--- src/rtl/ilu_pkg.sv ---
// Shared constants, types and helpers of the integer LU factorizer.
package ilu_pkg;

  localparam int MAX_DIM   = 4;
  localparam int DIM_W     = 2;
  localparam int CNT_W     = 3;
  localparam int ADDR_W    = 2 * DIM_W;
  localparam int DEPTH     = MAX_DIM * MAX_DIM;
  localparam int CFG_W     = 3;
  localparam int CFG_IDX_W = 1;
  localparam int UW        = 32;
  localparam int LW        = 64;

  localparam logic [CFG_IDX_W-1:0] REG_ROW_COUNT    = 1'b0;
  localparam logic [CFG_IDX_W-1:0] REG_COLUMN_COUNT = 1'b1;

  localparam logic [LW-1:0] Q_ONE  = 64'h0000_0001_0000_0000;
  localparam logic [LW-1:0] LW_MAX = 64'h7FFF_FFFF_FFFF_FFFF;
  localparam logic [LW-1:0] LW_MIN = 64'h8000_0000_0000_0000;

  // Datapath commands.
  typedef enum logic [4:0] {
    OP_NONE, OP_LOAD, OP_LINIT, OP_URD, OP_SETA, OP_SETB, OP_GSTART, OP_GNEXT,
    OP_PROD, OP_LSTART, OP_LSET, OP_M1START, OP_M1SET, OP_M2START, OP_M2SET,
    OP_URDT, OP_UMUL, OP_UWR, OP_LRD, OP_LDSTART, OP_LDWR, OP_LMSTART,
    OP_LMSET, OP_LAWR, OP_OUT, OP_FAIL
  } op_t;

  // Controller states.
  typedef enum logic [4:0] {
    S_IDLE, S_LINIT, S_PSTART, S_PCHK, S_ZNEXT, S_ZCHK, S_KNEXT, S_BCHK,
    S_GWAIT, S_GCHK, S_LSTART, S_LWAIT, S_M1S, S_M1W, S_M2S, S_M2W,
    S_RUP, S_RUK, S_RUM, S_RUW, S_LD, S_LDS, S_LDW, S_LM, S_LMS, S_LMW,
    S_LAW, S_ORD
  } state_t;

  typedef struct packed {
    op_t              op;
    logic [ADDR_W-1:0] u_addr;
    logic [ADDR_W-1:0] l_addr;
    logic             diag;
    logic [DIM_W-1:0] orow;
    logic [DIM_W-1:0] ocol;
    logic             ml;
    logic             mu;
    logic             olast;
  } cmd_t;

  typedef struct packed {
    logic div_done;
    logic mul_done;
    logic rd_zero;
    logic y_zero;
    logic mul2_zero;
  } stat_t;

  // Store address of entry (row, col).
  function automatic logic [ADDR_W-1:0] addr_of(logic [CNT_W-1:0] r, logic [CNT_W-1:0] c);
    return {r[DIM_W-1:0], c[DIM_W-1:0]};
  endfunction

  // Out-of-range dimensions are pulled into 1..MAX_DIM.
  function automatic logic [CNT_W-1:0] clamp_dim(logic [CFG_W-1:0] v);
    logic [CNT_W-1:0] d;
    d = v;
    if (d == '0) begin
      d = CNT_W'(1);
    end else if (d > CNT_W'(MAX_DIM)) begin
      d = CNT_W'(MAX_DIM);
    end
    return d;
  endfunction

endpackage

--- src/rtl/ilu_ctrl.sv ---
// Controller: load counters, elimination loop sequencer and result sequencer.
module ilu_ctrl (
  input  logic                            clk,
  input  logic                            rst_n,
  input  logic                            start,
  output logic                            busy,
  input  logic                            cfg_we,
  input  logic [ilu_pkg::CFG_IDX_W-1:0]   cfg_index,
  input  logic [ilu_pkg::CFG_W-1:0]       cfg_wdata,
  output ilu_pkg::cmd_t                   cmd,
  input  ilu_pkg::stat_t                  stat
);

  ilu_pkg::state_t state_r, state_nxt;
  logic [ilu_pkg::CNT_W-1:0]  m_r, m_nxt, n_r, n_nxt;
  logic [ilu_pkg::CNT_W-1:0]  p_r, p_nxt, k_r, k_nxt, r_r, r_nxt, c_r, c_nxt;
  logic [ilu_pkg::ADDR_W-1:0] i_r, i_nxt;
  logic [ilu_pkg::CNT_W-1:0]  w;
  logic [ilu_pkg::CNT_W-1:0]  p_inc;

  // State and counter registers.
  always_ff @(posedge clk) begin
    if (!rst_n) begin
      state_r <= ilu_pkg::S_IDLE;
      m_r     <= ilu_pkg::CNT_W'(ilu_pkg::MAX_DIM);
      n_r     <= ilu_pkg::CNT_W'(ilu_pkg::MAX_DIM);
      p_r     <= '0;
      k_r     <= '0;
      r_r     <= '0;
      c_r     <= '0;
      i_r     <= '0;
    end else begin
      state_r <= state_nxt;
      m_r     <= m_nxt;
      n_r     <= n_nxt;
      p_r     <= p_nxt;
      k_r     <= k_nxt;
      r_r     <= r_nxt;
      c_r     <= c_nxt;
      i_r     <= i_nxt;
    end
  end

  // Next state and datapath commands.
  always_comb begin
    state_nxt = state_r;
    m_nxt     = m_r;
    n_nxt     = n_r;
    p_nxt     = p_r;
    k_nxt     = k_r;
    r_nxt     = r_r;
    c_nxt     = c_r;
    i_nxt     = i_r;
    w         = (m_r > n_r) ? m_r : n_r;
    p_inc     = p_r + ilu_pkg::CNT_W'(1);
    cmd       = '0;
    cmd.op    = ilu_pkg::OP_NONE;
    busy      = state_r != ilu_pkg::S_IDLE;

    unique case (state_r)
      ilu_pkg::S_IDLE: begin
        // Each transfer writes the next entry in row-major order.
        if (start) begin
          cmd.op     = ilu_pkg::OP_LOAD;
          cmd.u_addr = ilu_pkg::addr_of(r_r, c_r);
          if (c_r == n_r - ilu_pkg::CNT_W'(1)) begin
            c_nxt = '0;
            if (r_r == m_r - ilu_pkg::CNT_W'(1)) begin
              r_nxt     = '0;
              i_nxt     = '0;
              state_nxt = ilu_pkg::S_LINIT;
            end else begin
              r_nxt = r_r + ilu_pkg::CNT_W'(1);
            end
          end else begin
            c_nxt = c_r + ilu_pkg::CNT_W'(1);
          end
        end
      end
      ilu_pkg::S_LINIT: begin
        // Sweep L to the identity.
        cmd.op     = ilu_pkg::OP_LINIT;
        cmd.l_addr = i_r;
        cmd.diag   = (i_r[ilu_pkg::ADDR_W-1:ilu_pkg::DIM_W] == i_r[ilu_pkg::DIM_W-1:0]) &&
                     ({1'b0, i_r[ilu_pkg::ADDR_W-1:ilu_pkg::DIM_W]} < m_r);
        i_nxt      = i_r + ilu_pkg::ADDR_W'(1);
        if (i_r == ilu_pkg::ADDR_W'(ilu_pkg::DEPTH - 1)) begin
          p_nxt     = '0;
          state_nxt = ilu_pkg::S_PSTART;
        end
      end
      ilu_pkg::S_PSTART: begin
        if (p_r < m_r && p_r < n_r) begin
          cmd.op     = ilu_pkg::OP_URD;
          cmd.u_addr = ilu_pkg::addr_of(p_r, p_r);
          state_nxt  = ilu_pkg::S_PCHK;
        end else begin
          r_nxt     = '0;
          c_nxt     = '0;
          state_nxt = ilu_pkg::S_ORD;
        end
      end
      ilu_pkg::S_PCHK: begin
        cmd.op    = ilu_pkg::OP_SETA;
        k_nxt     = p_inc;
        state_nxt = stat.rd_zero ? ilu_pkg::S_ZNEXT : ilu_pkg::S_KNEXT;
      end
      ilu_pkg::S_ZNEXT: begin
        // Zero pivot: any nonzero entry below it needs a row exchange.
        if (k_r < m_r) begin
          cmd.op     = ilu_pkg::OP_URD;
          cmd.u_addr = ilu_pkg::addr_of(k_r, p_r);
          state_nxt  = ilu_pkg::S_ZCHK;
        end else begin
          p_nxt     = p_inc;
          state_nxt = ilu_pkg::S_PSTART;
        end
      end
      ilu_pkg::S_ZCHK: begin
        if (!stat.rd_zero) begin
          cmd.op    = ilu_pkg::OP_FAIL;
          cmd.olast = 1'b1;
          r_nxt     = '0;
          c_nxt     = '0;
          state_nxt = ilu_pkg::S_IDLE;
        end else begin
          k_nxt     = k_r + ilu_pkg::CNT_W'(1);
          state_nxt = ilu_pkg::S_ZNEXT;
        end
      end
      ilu_pkg::S_KNEXT: begin
        if (k_r < m_r) begin
          cmd.op     = ilu_pkg::OP_URD;
          cmd.u_addr = ilu_pkg::addr_of(k_r, p_r);
          state_nxt  = ilu_pkg::S_BCHK;
        end else begin
          p_nxt     = p_inc;
          state_nxt = ilu_pkg::S_PSTART;
        end
      end
      ilu_pkg::S_BCHK: begin
        if (stat.rd_zero) begin
          k_nxt     = k_r + ilu_pkg::CNT_W'(1);
          state_nxt = ilu_pkg::S_KNEXT;
        end else begin
          cmd.op    = ilu_pkg::OP_SETB;
          state_nxt = ilu_pkg::S_GCHK;
        end
      end
      ilu_pkg::S_GWAIT: begin
        if (stat.div_done) begin
          cmd.op    = ilu_pkg::OP_GNEXT;
          state_nxt = ilu_pkg::S_GCHK;
        end
      end
      ilu_pkg::S_GCHK: begin
        // Euclid: divide again until the remainder is zero.
        if (stat.y_zero) begin
          cmd.op    = ilu_pkg::OP_PROD;
          state_nxt = ilu_pkg::S_LSTART;
        end else begin
          cmd.op    = ilu_pkg::OP_GSTART;
          state_nxt = ilu_pkg::S_GWAIT;
        end
      end
      ilu_pkg::S_LSTART: begin
        cmd.op    = ilu_pkg::OP_LSTART;
        state_nxt = ilu_pkg::S_LWAIT;
      end
      ilu_pkg::S_LWAIT: begin
        if (stat.div_done) begin
          cmd.op    = ilu_pkg::OP_LSET;
          state_nxt = ilu_pkg::S_M1S;
        end
      end
      ilu_pkg::S_M1S: begin
        cmd.op    = ilu_pkg::OP_M1START;
        state_nxt = ilu_pkg::S_M1W;
      end
      ilu_pkg::S_M1W: begin
        if (stat.div_done) begin
          cmd.op    = ilu_pkg::OP_M1SET;
          state_nxt = ilu_pkg::S_M2S;
        end
      end
      ilu_pkg::S_M2S: begin
        cmd.op    = ilu_pkg::OP_M2START;
        state_nxt = ilu_pkg::S_M2W;
      end
      ilu_pkg::S_M2W: begin
        if (stat.div_done) begin
          cmd.op    = ilu_pkg::OP_M2SET;
          c_nxt     = '0;
          state_nxt = ilu_pkg::S_RUP;
        end
      end
      ilu_pkg::S_RUP: begin
        // Row update, one column per pass through S_RUP, S_RUK, S_RUM and S_RUW.
        if (c_r < n_r) begin
          cmd.op     = ilu_pkg::OP_URD;
          cmd.u_addr = ilu_pkg::addr_of(p_r, c_r);
          state_nxt  = ilu_pkg::S_RUK;
        end else begin
          r_nxt     = '0;
          state_nxt = stat.mul2_zero ? ilu_pkg::S_LM : ilu_pkg::S_LD;
        end
      end
      ilu_pkg::S_RUK: begin
        cmd.op     = ilu_pkg::OP_URDT;
        cmd.u_addr = ilu_pkg::addr_of(k_r, c_r);
        state_nxt  = ilu_pkg::S_RUM;
      end
      ilu_pkg::S_RUM: begin
        cmd.op    = ilu_pkg::OP_UMUL;
        state_nxt = ilu_pkg::S_RUW;
      end
      ilu_pkg::S_RUW: begin
        cmd.op     = ilu_pkg::OP_UWR;
        cmd.u_addr = ilu_pkg::addr_of(k_r, c_r);
        c_nxt      = c_r + ilu_pkg::CNT_W'(1);
        state_nxt  = ilu_pkg::S_RUP;
      end
      ilu_pkg::S_LD: begin
        // Column k of L divided by mul2.
        if (r_r < m_r) begin
          cmd.op     = ilu_pkg::OP_LRD;
          cmd.l_addr = ilu_pkg::addr_of(r_r, k_r);
          state_nxt  = ilu_pkg::S_LDS;
        end else begin
          r_nxt     = '0;
          state_nxt = ilu_pkg::S_LM;
        end
      end
      ilu_pkg::S_LDS: begin
        cmd.op    = ilu_pkg::OP_LDSTART;
        state_nxt = ilu_pkg::S_LDW;
      end
      ilu_pkg::S_LDW: begin
        if (stat.div_done) begin
          cmd.op     = ilu_pkg::OP_LDWR;
          cmd.l_addr = ilu_pkg::addr_of(r_r, k_r);
          r_nxt      = r_r + ilu_pkg::CNT_W'(1);
          state_nxt  = ilu_pkg::S_LD;
        end
      end
      ilu_pkg::S_LM: begin
        // Column p of L gains mul1 times column k.
        if (r_r < m_r) begin
          cmd.op     = ilu_pkg::OP_LRD;
          cmd.l_addr = ilu_pkg::addr_of(r_r, k_r);
          state_nxt  = ilu_pkg::S_LMS;
        end else begin
          k_nxt     = k_r + ilu_pkg::CNT_W'(1);
          state_nxt = ilu_pkg::S_KNEXT;
        end
      end
      ilu_pkg::S_LMS: begin
        cmd.op    = ilu_pkg::OP_LMSTART;
        state_nxt = ilu_pkg::S_LMW;
      end
      ilu_pkg::S_LMW: begin
        if (stat.mul_done) begin
          cmd.op     = ilu_pkg::OP_LMSET;
          cmd.l_addr = ilu_pkg::addr_of(r_r, p_r);
          state_nxt  = ilu_pkg::S_LAW;
        end
      end
      ilu_pkg::S_LAW: begin
        cmd.op     = ilu_pkg::OP_LAWR;
        cmd.l_addr = ilu_pkg::addr_of(r_r, p_r);
        r_nxt      = r_r + ilu_pkg::CNT_W'(1);
        state_nxt  = ilu_pkg::S_LM;
      end
      ilu_pkg::S_ORD: begin
        // One result read per cycle, row-major.
        cmd.op     = ilu_pkg::OP_OUT;
        cmd.u_addr = ilu_pkg::addr_of(r_r, c_r);
        cmd.l_addr = ilu_pkg::addr_of(r_r, c_r);
        cmd.orow   = r_r[ilu_pkg::DIM_W-1:0];
        cmd.ocol   = c_r[ilu_pkg::DIM_W-1:0];
        cmd.ml     = c_r < m_r;
        cmd.mu     = c_r < n_r;
        cmd.olast  = (r_r == m_r - ilu_pkg::CNT_W'(1)) && (c_r == w - ilu_pkg::CNT_W'(1));
        if (c_r == w - ilu_pkg::CNT_W'(1)) begin
          c_nxt = '0;
          if (r_r == m_r - ilu_pkg::CNT_W'(1)) begin
            r_nxt     = '0;
            state_nxt = ilu_pkg::S_IDLE;
          end else begin
            r_nxt = r_r + ilu_pkg::CNT_W'(1);
          end
        end else begin
          c_nxt = c_r + ilu_pkg::CNT_W'(1);
        end
      end
      default: state_nxt = ilu_pkg::S_IDLE;
    endcase

    // A register write restarts loading.
    if (cfg_we) begin
      r_nxt = '0;
      c_nxt = '0;
      unique case (cfg_index)
        ilu_pkg::REG_ROW_COUNT:    m_nxt = ilu_pkg::clamp_dim(cfg_wdata);
        ilu_pkg::REG_COLUMN_COUNT: n_nxt = ilu_pkg::clamp_dim(cfg_wdata);
        default: ;
      endcase
    end
  end

endmodule

--- config.mk ---
export PLATFORM = sky130hd
export DESIGN_NAME = ilu_ctrl
export DESIGN_NICKNAME = d
export VERILOG_FILES = /design/src/rtl/ilu_pkg.sv /design/src/rtl/ilu_ctrl.sv
export SDC_FILE = /design/constraint.sdc
export NUM_CORES = 1
export LEC_CHECK = 0
export BUFFER_PORTS_ARGS = -buffer_cell sky130_fd_sc_hd__buf_2
export CORE_MARGIN = 3
export CORE_UTILIZATION = 40
export DETAILED_ROUTE_END_ITERATION = 12
export GPL_ROUTABILITY_DRIVEN = 0
export PLACE_DENSITY = 0.64
export SLEW_MARGIN = 20
export SYNTH_ARGS = -nofsm -noshare
export SYNTH_HDL_FRONTEND = slang
export SYNTH_SLANG_ARGS = --single-unit
--- constraint.sdc ---
create_clock -name clk -period 8.01 [get_ports clk]
set_input_delay 2.0025 -clock clk [delete_from_list [all_inputs] [get_ports clk]]
set_output_delay 2.0025 -clock clk [all_outputs]
set_load 0.1 [all_outputs]
# Word level (Yosys, flattened, before mapping)
# Index checks and enable logic that the tools add are counted.
# totals
ff_bits	27
input_bits	13
output_inout_bits	22
word_cells	178
# op_classes
add_sub_neg	8
order_cmp	9
n_eq_ne	51
n_mux	76
n_bitwise	2
n_reduce_logical	24
# op_table
operator	n
$pmux W5 S28	1
$pmux W5 S26	1
$mux W5	19
$mux W3	26
$eq A5 B5 Y1 const B	12
$pmux W4 S6	2
$mux W4	11
$eq A5 B4 Y1 const B	8
$ne A2 B2 Y1 const B	18
$mux W6	4
$pmux W3 S8	1
$eq A5 B3 Y1 const B	4
$lt A3 B3 Y1	6
$pmux W3 S6	1
$add A3 B1 Y3 const B	4
$reduce_and A12 Y1	1
$eq A5 B2 Y1 const B	2
$reduce_or A2 Y1	5
$eq A3 B3 Y1	3
$pmux W3 S3	1
$reduce_and A9 Y1	1
$sub A3 B1 Y3 const B	3
$mux W2	4
$pmux W4 S2	1
24 further kinds	31

# Logic depth before layout (Yosys ltp)
# Gate-level depths: netlist (run 1).
# depth
depth_word	6
mapped_depth	12
depth_no_buf	12

# Worst setup path before layout (run 1)
# Ideal clock, no wire load.
# synth_path
path_type	flip-flop to output port
startpoint	register state_r[0]
endpoint	output cmd[7] (netlist bit)
t_arrival_ps	3962
t_required_ps	6008
slack_ps	2046
stages_incl_launch_ff	5
n_path_buf	1
path_cell_list	dfxtp_1 -> buf_2 -> nor3b_1 -> nand2_1 -> nor4_1
# synth_rtl
element	line_no	text
from (decl)	ilu_ctrl.sv:14	ilu_pkg::state_t state_r, state_nxt;
from (signal assigned)	ilu_ctrl.sv:24	state_r <= ilu_pkg::S_IDLE;
from (signal assigned)	ilu_ctrl.sv:33	state_r <= state_nxt;
to (decl)	ilu_ctrl.sv:10	output ilu_pkg::cmd_t cmd,

==> metrics.yaml, run 1 <==
cp_max_fo: 9
finalPower_w: 0.000274
place_hpwl_mm: 7.50
grt_pass1_wl_mm: 15.7
max_freq_ghz: 0.173
synth_edf_count: 0
drive_gt1_share_pct: 13.7
synthArstFlopShare_pct: 0
cts.sinks: 27
slew_violations: 0
vias_per_cell: 6.25
rsz0062_at_grt: "no"
cts_tree: "built"
overflow: 0
stdcell_area_um2: 3410
placed_area_um2: 3360
r2r_start: "n_r[2]"
htree_levels: 1
synthesis.instances: 430
post-route-min-period_ps: 5770
finClkSkew_ps: 13.0
worstReg2RegEnd: "r_r[0]"
yosysWarnings: 0
mostFrequentLayoutCell: "nand2_1"
ys_seq_area_share_pct: 17.3
internal_power_w: 0.000190
rr_worst_depth: 11
synth.area.top_cells: "dfxtp_1, ha_1, nand2_1"
synth_seq_cells: 27
start_kind: "primary input"
synthesis.nets: 469
grt_usage_pct: 22.1
fin_crit_sh_pct: 72.0
slew_headroom_pct: 50.6
final_core_util_pct: 46.0
insertion_delay_ps: 280
wire_per_inst_um: 17.8
routed_wl_mm: 9.80
cp-endpoint: "cmd[10]"
worstPathArrival_ps: 3770
yosysTopAreaCell: "dfxtp_1"
peakVddDrop_mv: 0.0565
critPathCaptureType: "output pin"
status: "completed"
antenna-diode-count: 0
numCtsBuffers: 3
antenna_violating_nets_post_route: 0
path_class: "primary input to output pin"
grt_max_degree: 39
synthFlopType: "dfxtp_1"
clkSlewWorstSetupHoldPaths_ps: 110
p_clk_share_pct: 29.8
final_cell_mix: "nand2_1, nor2_1, buf_2"
yosysTopAreaCellShare_pct: 17.3
drc: 0
cts_root_buf: "clkbuf_8"
drt_iter0_drc: 382
finalHoldViolCount: 0
tightest_slew_ps: 741
maxCapViolCount: 0
worst_hold_slack_ps: 473
leakagePower_nw: 1.48
crit_path_start: "stat[4]"
syn-cell-area_um2: 3120
avgSynthCellArea_um2: 7.26
swShare_pct: 30.6
hp-class: "flip-flop to flip-flop"
antenna_found_initial: 0
post_cts_buffers: 0
r2r_slack_ps: 5040
net-switching-power_w: 0.0000838
cts_hold_buf: 0
area_growth_pct: 9.10
nets: 491
setup_tns_ps: 0
die_width_um: 94.3
die_area_um2: 8900
cp.required_ps: 6010
initial_utilization_pct: 42.1
p_per_area_nw_per_um2: 80.5
drt_first_pass_iters: 5
synth.distinct_cells: 72
setup_viol: 0
first_global_vias: 3112
cts_resized: 0
vias: 3439
core_area_um2: 7410
pwr-share-comb_pct: 19.6
fp.dieH_um: 94.3
portBuffers: 34
num_io_pins: 35
seqPwrFrac_pct: 50.6
rows: 31
clockBufferDepth: 2
## cell type report
type | instances | area, um^2
Clock inverter | 1 | 5.00
Inverter | 18 | 67.6
Sequential cell | 27 | 541
Timing Repair Buffer | 39 | 208
Multi-Input combinational cell | 363 | 2420
Clock buffer | 3 | 41.3
Tap cell | 99 | 124
Fill cell | 777 | 4000
## registers in the layout (all words and copies together) (netlist names)
register / cells
c_r: 3
i_r: 4
k_r: 3
m_r: 3
n_r: 3
p_r: 3
r_r: 3
state_r: 5
## cells by family after synthesis
| group | after synthesis | share of synthesized area, % |
|---|---|---|
| AO/OA/AOI/OAI | 130 | 28.5 |
| AND/OR/NAND/NOR | 190 | 32.7 |
| XOR/XNOR | 13 | 4.57 |
| multiplexers | 4 | 1.32 |
| buffers and inverters | 40 | 5.17 |
| adder cells (fa/ha/maj) | 26 | 10.4 |
| flip-flops | 27 | 17.3 |
## worst max-delay path, stage by stage
cell     delay (ps)
buf_2           190
nand2_1          90
or2_2           280
a21oi_1         300
nor2_1          170
nand2_1         160
a22o_1          140
buf_2           420
## power by group through the flow
stage	Sequential, W	Clock, W	Combinational, W
6_report	0.000139	0.0000816	0.0000538
3_3_place_gp	0.000142	0	0.0000516
5_1_grt	0.000139	0.0000880	0.0000597
2_1_floorplan	0.000141	0	0.0000395
4_1_cts	0.000139	0.0000841	0.0000535
3_5_place_dp	0.000142	0	0.0000531
## worst min path at each step
stage / start / to / slack [ps] / cells past startpoint
CTS: n_r[1] / n_r[1] / 480 / 2
finish: n_r[1] / n_r[1] / 470 / 2
global route: n_r[1] / n_r[1] / 510 / 2
detailed placement: n_r[1] / n_r[1] / 470 / 2
global placement: n_r[1] / n_r[1] / 450 / 2
floorplan: n_r[1] / n_r[1] / 440 / 2
## per-stage QoR
| step | std cells | worst slack (ps) |
|---|---|---|
| finish | 550 | 2240 |
| CTS | 550 | 2320 |
| global placement | 546 | 2350 |
| global route | 550 | 2230 |
| detailed placement | 546 | 2340 |
| floorplan | 430 | 2050 |
## per-layer routing
layer	part of all wire [%]	vias up	global-route usage [%]
met3	8.9	26	3.11
met2	43	173	34.8
met4	2.8	0	6.14
met1	45	1593	31.6
met5	0	-	0
li1	-	1647	-
## synthesized netlist by cell type, types with 4 or more instances
library cell / instances
nand2_1: 48
nor2_1: 40
a21oi_1: 29
dfxtp_1: 27
ha_1: 26
o21ai_0: 26
nand3_1: 20
inv_1: 18
nor2b_1: 16
nand2b_1: 13
clkbuf_1: 12
a31oi_1: 10
buf_2: 9
o22ai_1: 7
nand4_1: 6
xnor2_1: 6
a22o_1: 5
and2_1: 5
and3b_1: 5
nor3_1: 5
xor2_1: 5
nor3b_1: 4
or2_2: 4
Note: power is estimated with default switching activity, not from simulation.
==> run 2: changes to the inputs <==
clock period = 5.7 ns   (was 8.01 ns; I/O delays follow)
==> run 2 against run 1 <==
- global-route usage up 0.94 points
- via count increased by 1.4%
- clock power increased by 52%
- sequential share of layout area grew 0.059 points
- critical path depth is 3 higher
- highest routed layer unchanged
==> metrics.yaml, run 2 (synthesis results as in run 1) <==
drt_first_pass_iters: 7  # +2
post_cts_buffers: 0  # unchanged
placed_area_um2: 3340  # -0.45%
place_hpwl_mm: 7.58  # +0.98%
top_regs: "state_r x5, i_r x4"
die_area_um2: 8900  # unchanged
crit_family: "compound AO/OA/AOI/OAI gates"
hold_end: "n_r[1]"
grt_max_degree: 35  # -10%
cp_num_buf_inv: 2  # unchanged
max_freq_ghz: 0.203
final_cell_mix: "nand2_1, nor2_1, buf_2"
r2r_slack_ps: 2570  # -2470 ps
core_area_um2: 7410  # unchanged
portBuffers: 34  # unchanged
top_usage_layer: "met2"
setup_tns_ps: 0  # unchanged
fp.dieH_um: 94.3  # unchanged
stdcell_area_um2: 3390  # -0.37%
grt.met1_usage_pct: 33.7  # +2.1 points
largest_register_ffs: 5  # unchanged
cts_hold_buf: 0  # unchanged
overflow: 0  # unchanged
fin_crit_sh_pct: 86.6
leakagePower_nw: 1.47  # -0.99%
slew_headroom_pct: 35.4  # -15 points
critPathCaptureType: "output pin"
top_register: "state_r"
cp_max_fo: 6  # -3
area_growth_pct: 8.70
drc: 0  # unchanged
tightest_slew_ps: 968  # +227 ps
dpl_worst_slack_ps: 1140  # -1200 ps
hp-class: "flip-flop to flip-flop"
clkSlewWorstSetupHoldPaths_ps: 110  # about the same
status: "completed"
rr_worst_depth: 11  # unchanged
r2r_start: "n_r[2]"
cts.sinks: 27  # unchanged
hold_path_startpoint: "n_r[1]"
antenna_violating_nets_post_route: 0  # unchanged
cts_root_buf: "clkbuf_8"
die_width_um: 94.3  # unchanged
mostFrequentLayoutCell: "nand2_1"
insertion_delay_ps: 290  # about the same
vias_per_cell: 6.36  # +1.8%
initial_utilization_pct: 42.1  # unchanged
cp.required_ps: 4280  # -1730 ps
antenna_found_initial: 0  # unchanged
use_met3_pct: 3.75  # +0.64 points
peakVddDrop_mv: 0.0718  # +27%
path_class: "flip-flop to output pin"
clockBufferDepth: 2  # unchanged
nets: 489  # -0.41%
numCtsBuffers: 3  # unchanged
antenna-diode-count: 0  # unchanged
cts_tree: "built"
grt_pass1_wl_mm: 16.3  # +3.6%
final_cells: 548  # -0.36%
drt_iter0_drc: 432  # +13%
worstPathArrival_ps: 3510  # -260 ps
p_per_area_nw_per_um2: 117  # +45%
grt_usage_pct: 23.1  # +0.94 points
maxCapViolCount: 0  # unchanged
vias: 3487  # +1.4%
rows: 31  # unchanged
worstReg2RegEnd: "r_r[0]"
htree_levels: 1  # unchanged
hold_depth: 2  # unchanged
routed_wl_mm: 9.98  # +1.8%
slowest_stage: "a2111oi_0"
cp.depth: 11  # +3
cp_slowest_stage_delay_ps: 590  # +170 ps
rsz0062_at_grt: "no"
drive_gt1_share_pct: 13.4  # -0.38 points
slew_violations: 0  # unchanged
first_global_vias: 3129  # +0.55%
num_io_pins: 35  # unchanged
use_met2_pct: 35.6  # +0.83 points
finalHoldViolCount: 0  # unchanged
start_kind: "flip-flop"
finClkSkew_ps: 6.45  # -6.55 ps
post-route-min-period_ps: 4930
wire_per_inst_um: 18.2  # +2.2%
dp_cells: 544  # -0.37%
layout_setup_ws_ps: 766  # -1480 ps
setup_viol: 0  # unchanged
crit_chain: "inv_1, ha_1, and3b_1, a2111oi_0, a211oi_2, ha_1, xor2_1, a21o_1, and4_1, a31o_2, buf_2"
final_core_util_pct: 45.8  # -0.17 points
cpMostUsedCell: "ha_1"
cts_resized: 0  # unchanged
[run 2: layout make-up]
class	count	area [um^2]
multi-input combinational	363	2420
inverter	18	67.6
sequential	27	541
tap	99	124
clock inverter	1	7.51
timing repair buffer	37	193
fill	764	4020
clock buffer	3	41.3
[run 2: layer usage]
metal / part of all wire [%] / wire length (um) / up-vias
li1: - / - / 1638
met1: 44 / 4350 / 1612
met2: 43 / 4320 / 217
met3: 11 / 1140 / 20
met4: 1.7 / 172 / 0
met5: 0 / 0 / -
[run 2: worst reg2reg max path: cells and delay by family, from the launching register on]
kind	cells	cell delay, ps
compound gates	5	1350
fa+ha+maj	2	570
simple gates	2	450
flops	1	400
xor+xnor	1	160
buf+inv	1	110
[run 2: worst max path at each step]
stage                           from      end  slack [ps]
after floorplan           state_r[0]   cmd[7]         310
after global placement       stat[4]  cmd[10]        1270
after detailed placement      n_r[2]   cmd[0]        1140
after CTS                     n_r[2]   cmd[0]         800
after global routing          n_r[2]   cmd[0]         590
final                         n_r[2]   cmd[0]         770
[run 2: stage by stage]
step | power [W] | hold slack [ps]
finish | 0.000396 | 472
global placement | 0.000272 | 450
detailed placement | 0.000274 | 457
global route | 0.000412 | 488
floorplan | 0.000253 | 436
CTS | 0.000395 | 473
[run 2: where the power goes]
group          switching [W]  internal, W  total [W]
sequential        0.00000397     0.000191   0.000195
combinational      0.0000494    0.0000274  0.0000768
clock              0.0000740    0.0000500   0.000124
==> run 3: changes to the inputs <==
CORE_ASPECT_RATIO = 1.5   (was not set)
==> run 3 against run 2 <==
- total power down 2.1%
- setup slack better by 110 ps
- global-route usage down 0.063 points
- non-clock buffer count up 4
- worst hold slack worse by 12 ps
- die area up 0.25%
- sequential power about the same
- design area up 0.85%
- combinational power about the same
- clock power down 6%
- fmax up 2.3%
- routed wire length up 0.45%
- critical endpoint unchanged
- largest power group unchanged
==> metrics.yaml, run 3 (synthesis results as in run 1) <==
first_global_vias: 3270  # +4.5%
grt_usage_pct: 23.0  # -0.063 points
cts_tree: "built"
htree_levels: 1  # unchanged
cts_hold_buf: 0  # unchanged
insertion_delay_ps: 290  # about the same
nets: 493  # +0.82%
slew_violations: 0  # unchanged
grt_max_degree: 31  # -11%
seqPwrFrac_pct: 50.3  # +1.0 points
rsz0062_at_grt: "no"
top_regs: "state_r x5, i_r x4"
cts.sinks: 27  # unchanged
num_io_pins: 35  # unchanged
fp.dieH_um: 114  # +21%
r2r_slack_ps: 2660  # +90 ps
final_cells: 553  # +0.91%
p_per_area_nw_per_um2: 113  # -2.9%
cts_resized: 0  # unchanged
routed_wl_mm: 10.0  # +0.45%
finalHoldViolCount: 0  # unchanged
n_fill_cell: 790  # +3.4%
die_area_um2: 8920  # +0.25%
status: "completed"
net-switching-power_w: 0.000119  # -6.3%
start_kind: "flip-flop"
place_hpwl_mm: 7.83  # +3.4%
antenna-diode-count: 0  # unchanged
overflow: 0  # unchanged
initial_utilization_pct: 42.1  # -0.050 points
internal_power_w: 0.000268  # about the same
seqCellArea_um2: 541  # unchanged
crit_family: "compound AO/OA/AOI/OAI gates"
vias_per_cell: 6.20  # -2.5%
multi_input_area_um2: 2420  # unchanged
setup_viol: 0  # unchanged
die_width_um: 78.1  # -17%
peakVddDrop_mv: 0.0994  # +38%
largest_register_ffs: 5  # unchanged
top_register: "state_r"
max_freq_ghz: 0.207  # +2.3%
drc: 0  # unchanged
slew_headroom_pct: 47.3  # +12 points
wire_per_inst_um: 18.1  # -0.46%
slowest_stage: "a2111oi_0"
post_cts_buffers: 0  # unchanged
cpMostUsedCell: "ha_1"
numCtsBuffers: 3  # unchanged
drive_gt1_share_pct: 14.1  # +0.77 points
tightest_slew_ps: 789  # -179 ps
p_clk_share_pct: 30.0  # -1.3 points
cp_num_buf_inv: 2  # unchanged
cp.required_ps: 4280  # about the same
finClkSkew_ps: 8.40  # +1.95 ps
critPathCaptureType: "output pin"
dp_cells: 549  # +0.92%
core_area_um2: 7420  # +0.12%
path_class: "flip-flop to output pin"
pwr-share-comb_pct: 19.7  # +0.3 points
vias: 3431  # -1.6%
cp_slowest_stage_delay_ps: 540  # -50 ps
cts_root_buf: "clkbuf_8"
leakagePower_nw: 1.49  # +1.5%
worst_hold_slack_ps: 461  # -11.5 ps
mostFrequentLayoutCell: "nand2_1"
post-route-min-period_ps: 4820  # -111 ps
worstPathArrival_ps: 3400  # -110 ps
drt_iter0_drc: 385  # -11%
final_core_util_pct: 46.1  # +0.33 points
clockBufferDepth: 2  # unchanged
grt_pass1_wl_mm: 16.6  # +1.7%
maxCapViolCount: 0  # unchanged
hp-class: "flip-flop to flip-flop"
final_cell_mix: "nand2_1, nor2_1, buf_2"
portBuffers: 34  # unchanged
clkSlewWorstSetupHoldPaths_ps: 100  # about the same
fin_crit_sh_pct: 84.6  # -1.9 points
antenna_violating_nets_post_route: 0  # unchanged
swShare_pct: 30.8  # -1.4 points
crit_chain: "inv_1, ha_1, and3b_1, a2111oi_0, a211oi_2, ha_1, xor2_1, a21o_1, and4_1, a31o_2, buf_2"
drt_first_pass_iters: 6  # -1
antenna_found_initial: 0  # unchanged
cp_max_fo: 6  # unchanged
setup_tns_ps: 0  # unchanged
area_growth_pct: 9.62
rows: 38  # +23%
run 3: cell types whose count changed in the layout (fill, tap and decap cells not counted), sizes merged:
cell,change
clkinvlp,-1
clkinv,+1
buf,+4
run 3: worst paths after layout:
path,end,cells after the start,startpoint
max reg2reg,r_r[0],11,n_r[2]
min,n_r[1],2,n_r[1]
min reg2reg,n_r[1],2,n_r[1]
max,cmd[0],11,n_r[2]
run 3: metal layers:
metal | part of all wire, % | up-vias | routed length, um | GRT usage (%)
met5 | 0 | - | 0 | 0
met4 | 6.2 | 0 | 621 | 13.7
met1 | 40 | 1555 | 4050 | 28.2
li1 | - | 1641 | - | -
met2 | 47 | 180 | 4720 | 38.8
met3 | 6.4 | 55 | 638 | 2.20
run 3: final cells by class:
type / instances / share of cell area [%]
tap: 100 / 3.66
timing repair buffer: 41 / 6.51
sequential: 27 / 15.8
multi-input combinational: 363 / 70.7
clock buffer: 3 / 1.21
inverter: 18 / 1.97
clock inverter: 1 / 0.146
run 3: worst min-delay path: cells and delay by family (launching register included):
kind | cells | cell delay [ps]
flip-flops | 1 | 320
AND/OR/NAND/NOR | 1 | 50
AO/OA/AOI/OAI | 1 | 50
run 3: stage by stage:
step,cell area (um^2),worst slack (ps),power (W)
after floorplan,3120,313,0.000253
after global placement,3380,1310,0.000273
after detailed placement,3380,1210,0.000275
after CTS,3420,868,0.000392
after global routing,3420,617,0.000407
final,3420,877,0.000388
run 3: power by group through the flow:
stage | clock [W] | sequential, W | combinational (W)
finish | 0.000116 | 0.000195 | 0.0000765
global route | 0.000126 | 0.000195 | 0.0000850
CTS | 0.000121 | 0.000195 | 0.0000762
detailed placement | 0 | 0.000199 | 0.0000758
global placement | 0 | 0.000199 | 0.0000737
floorplan | 0 | 0.000198 | 0.0000555
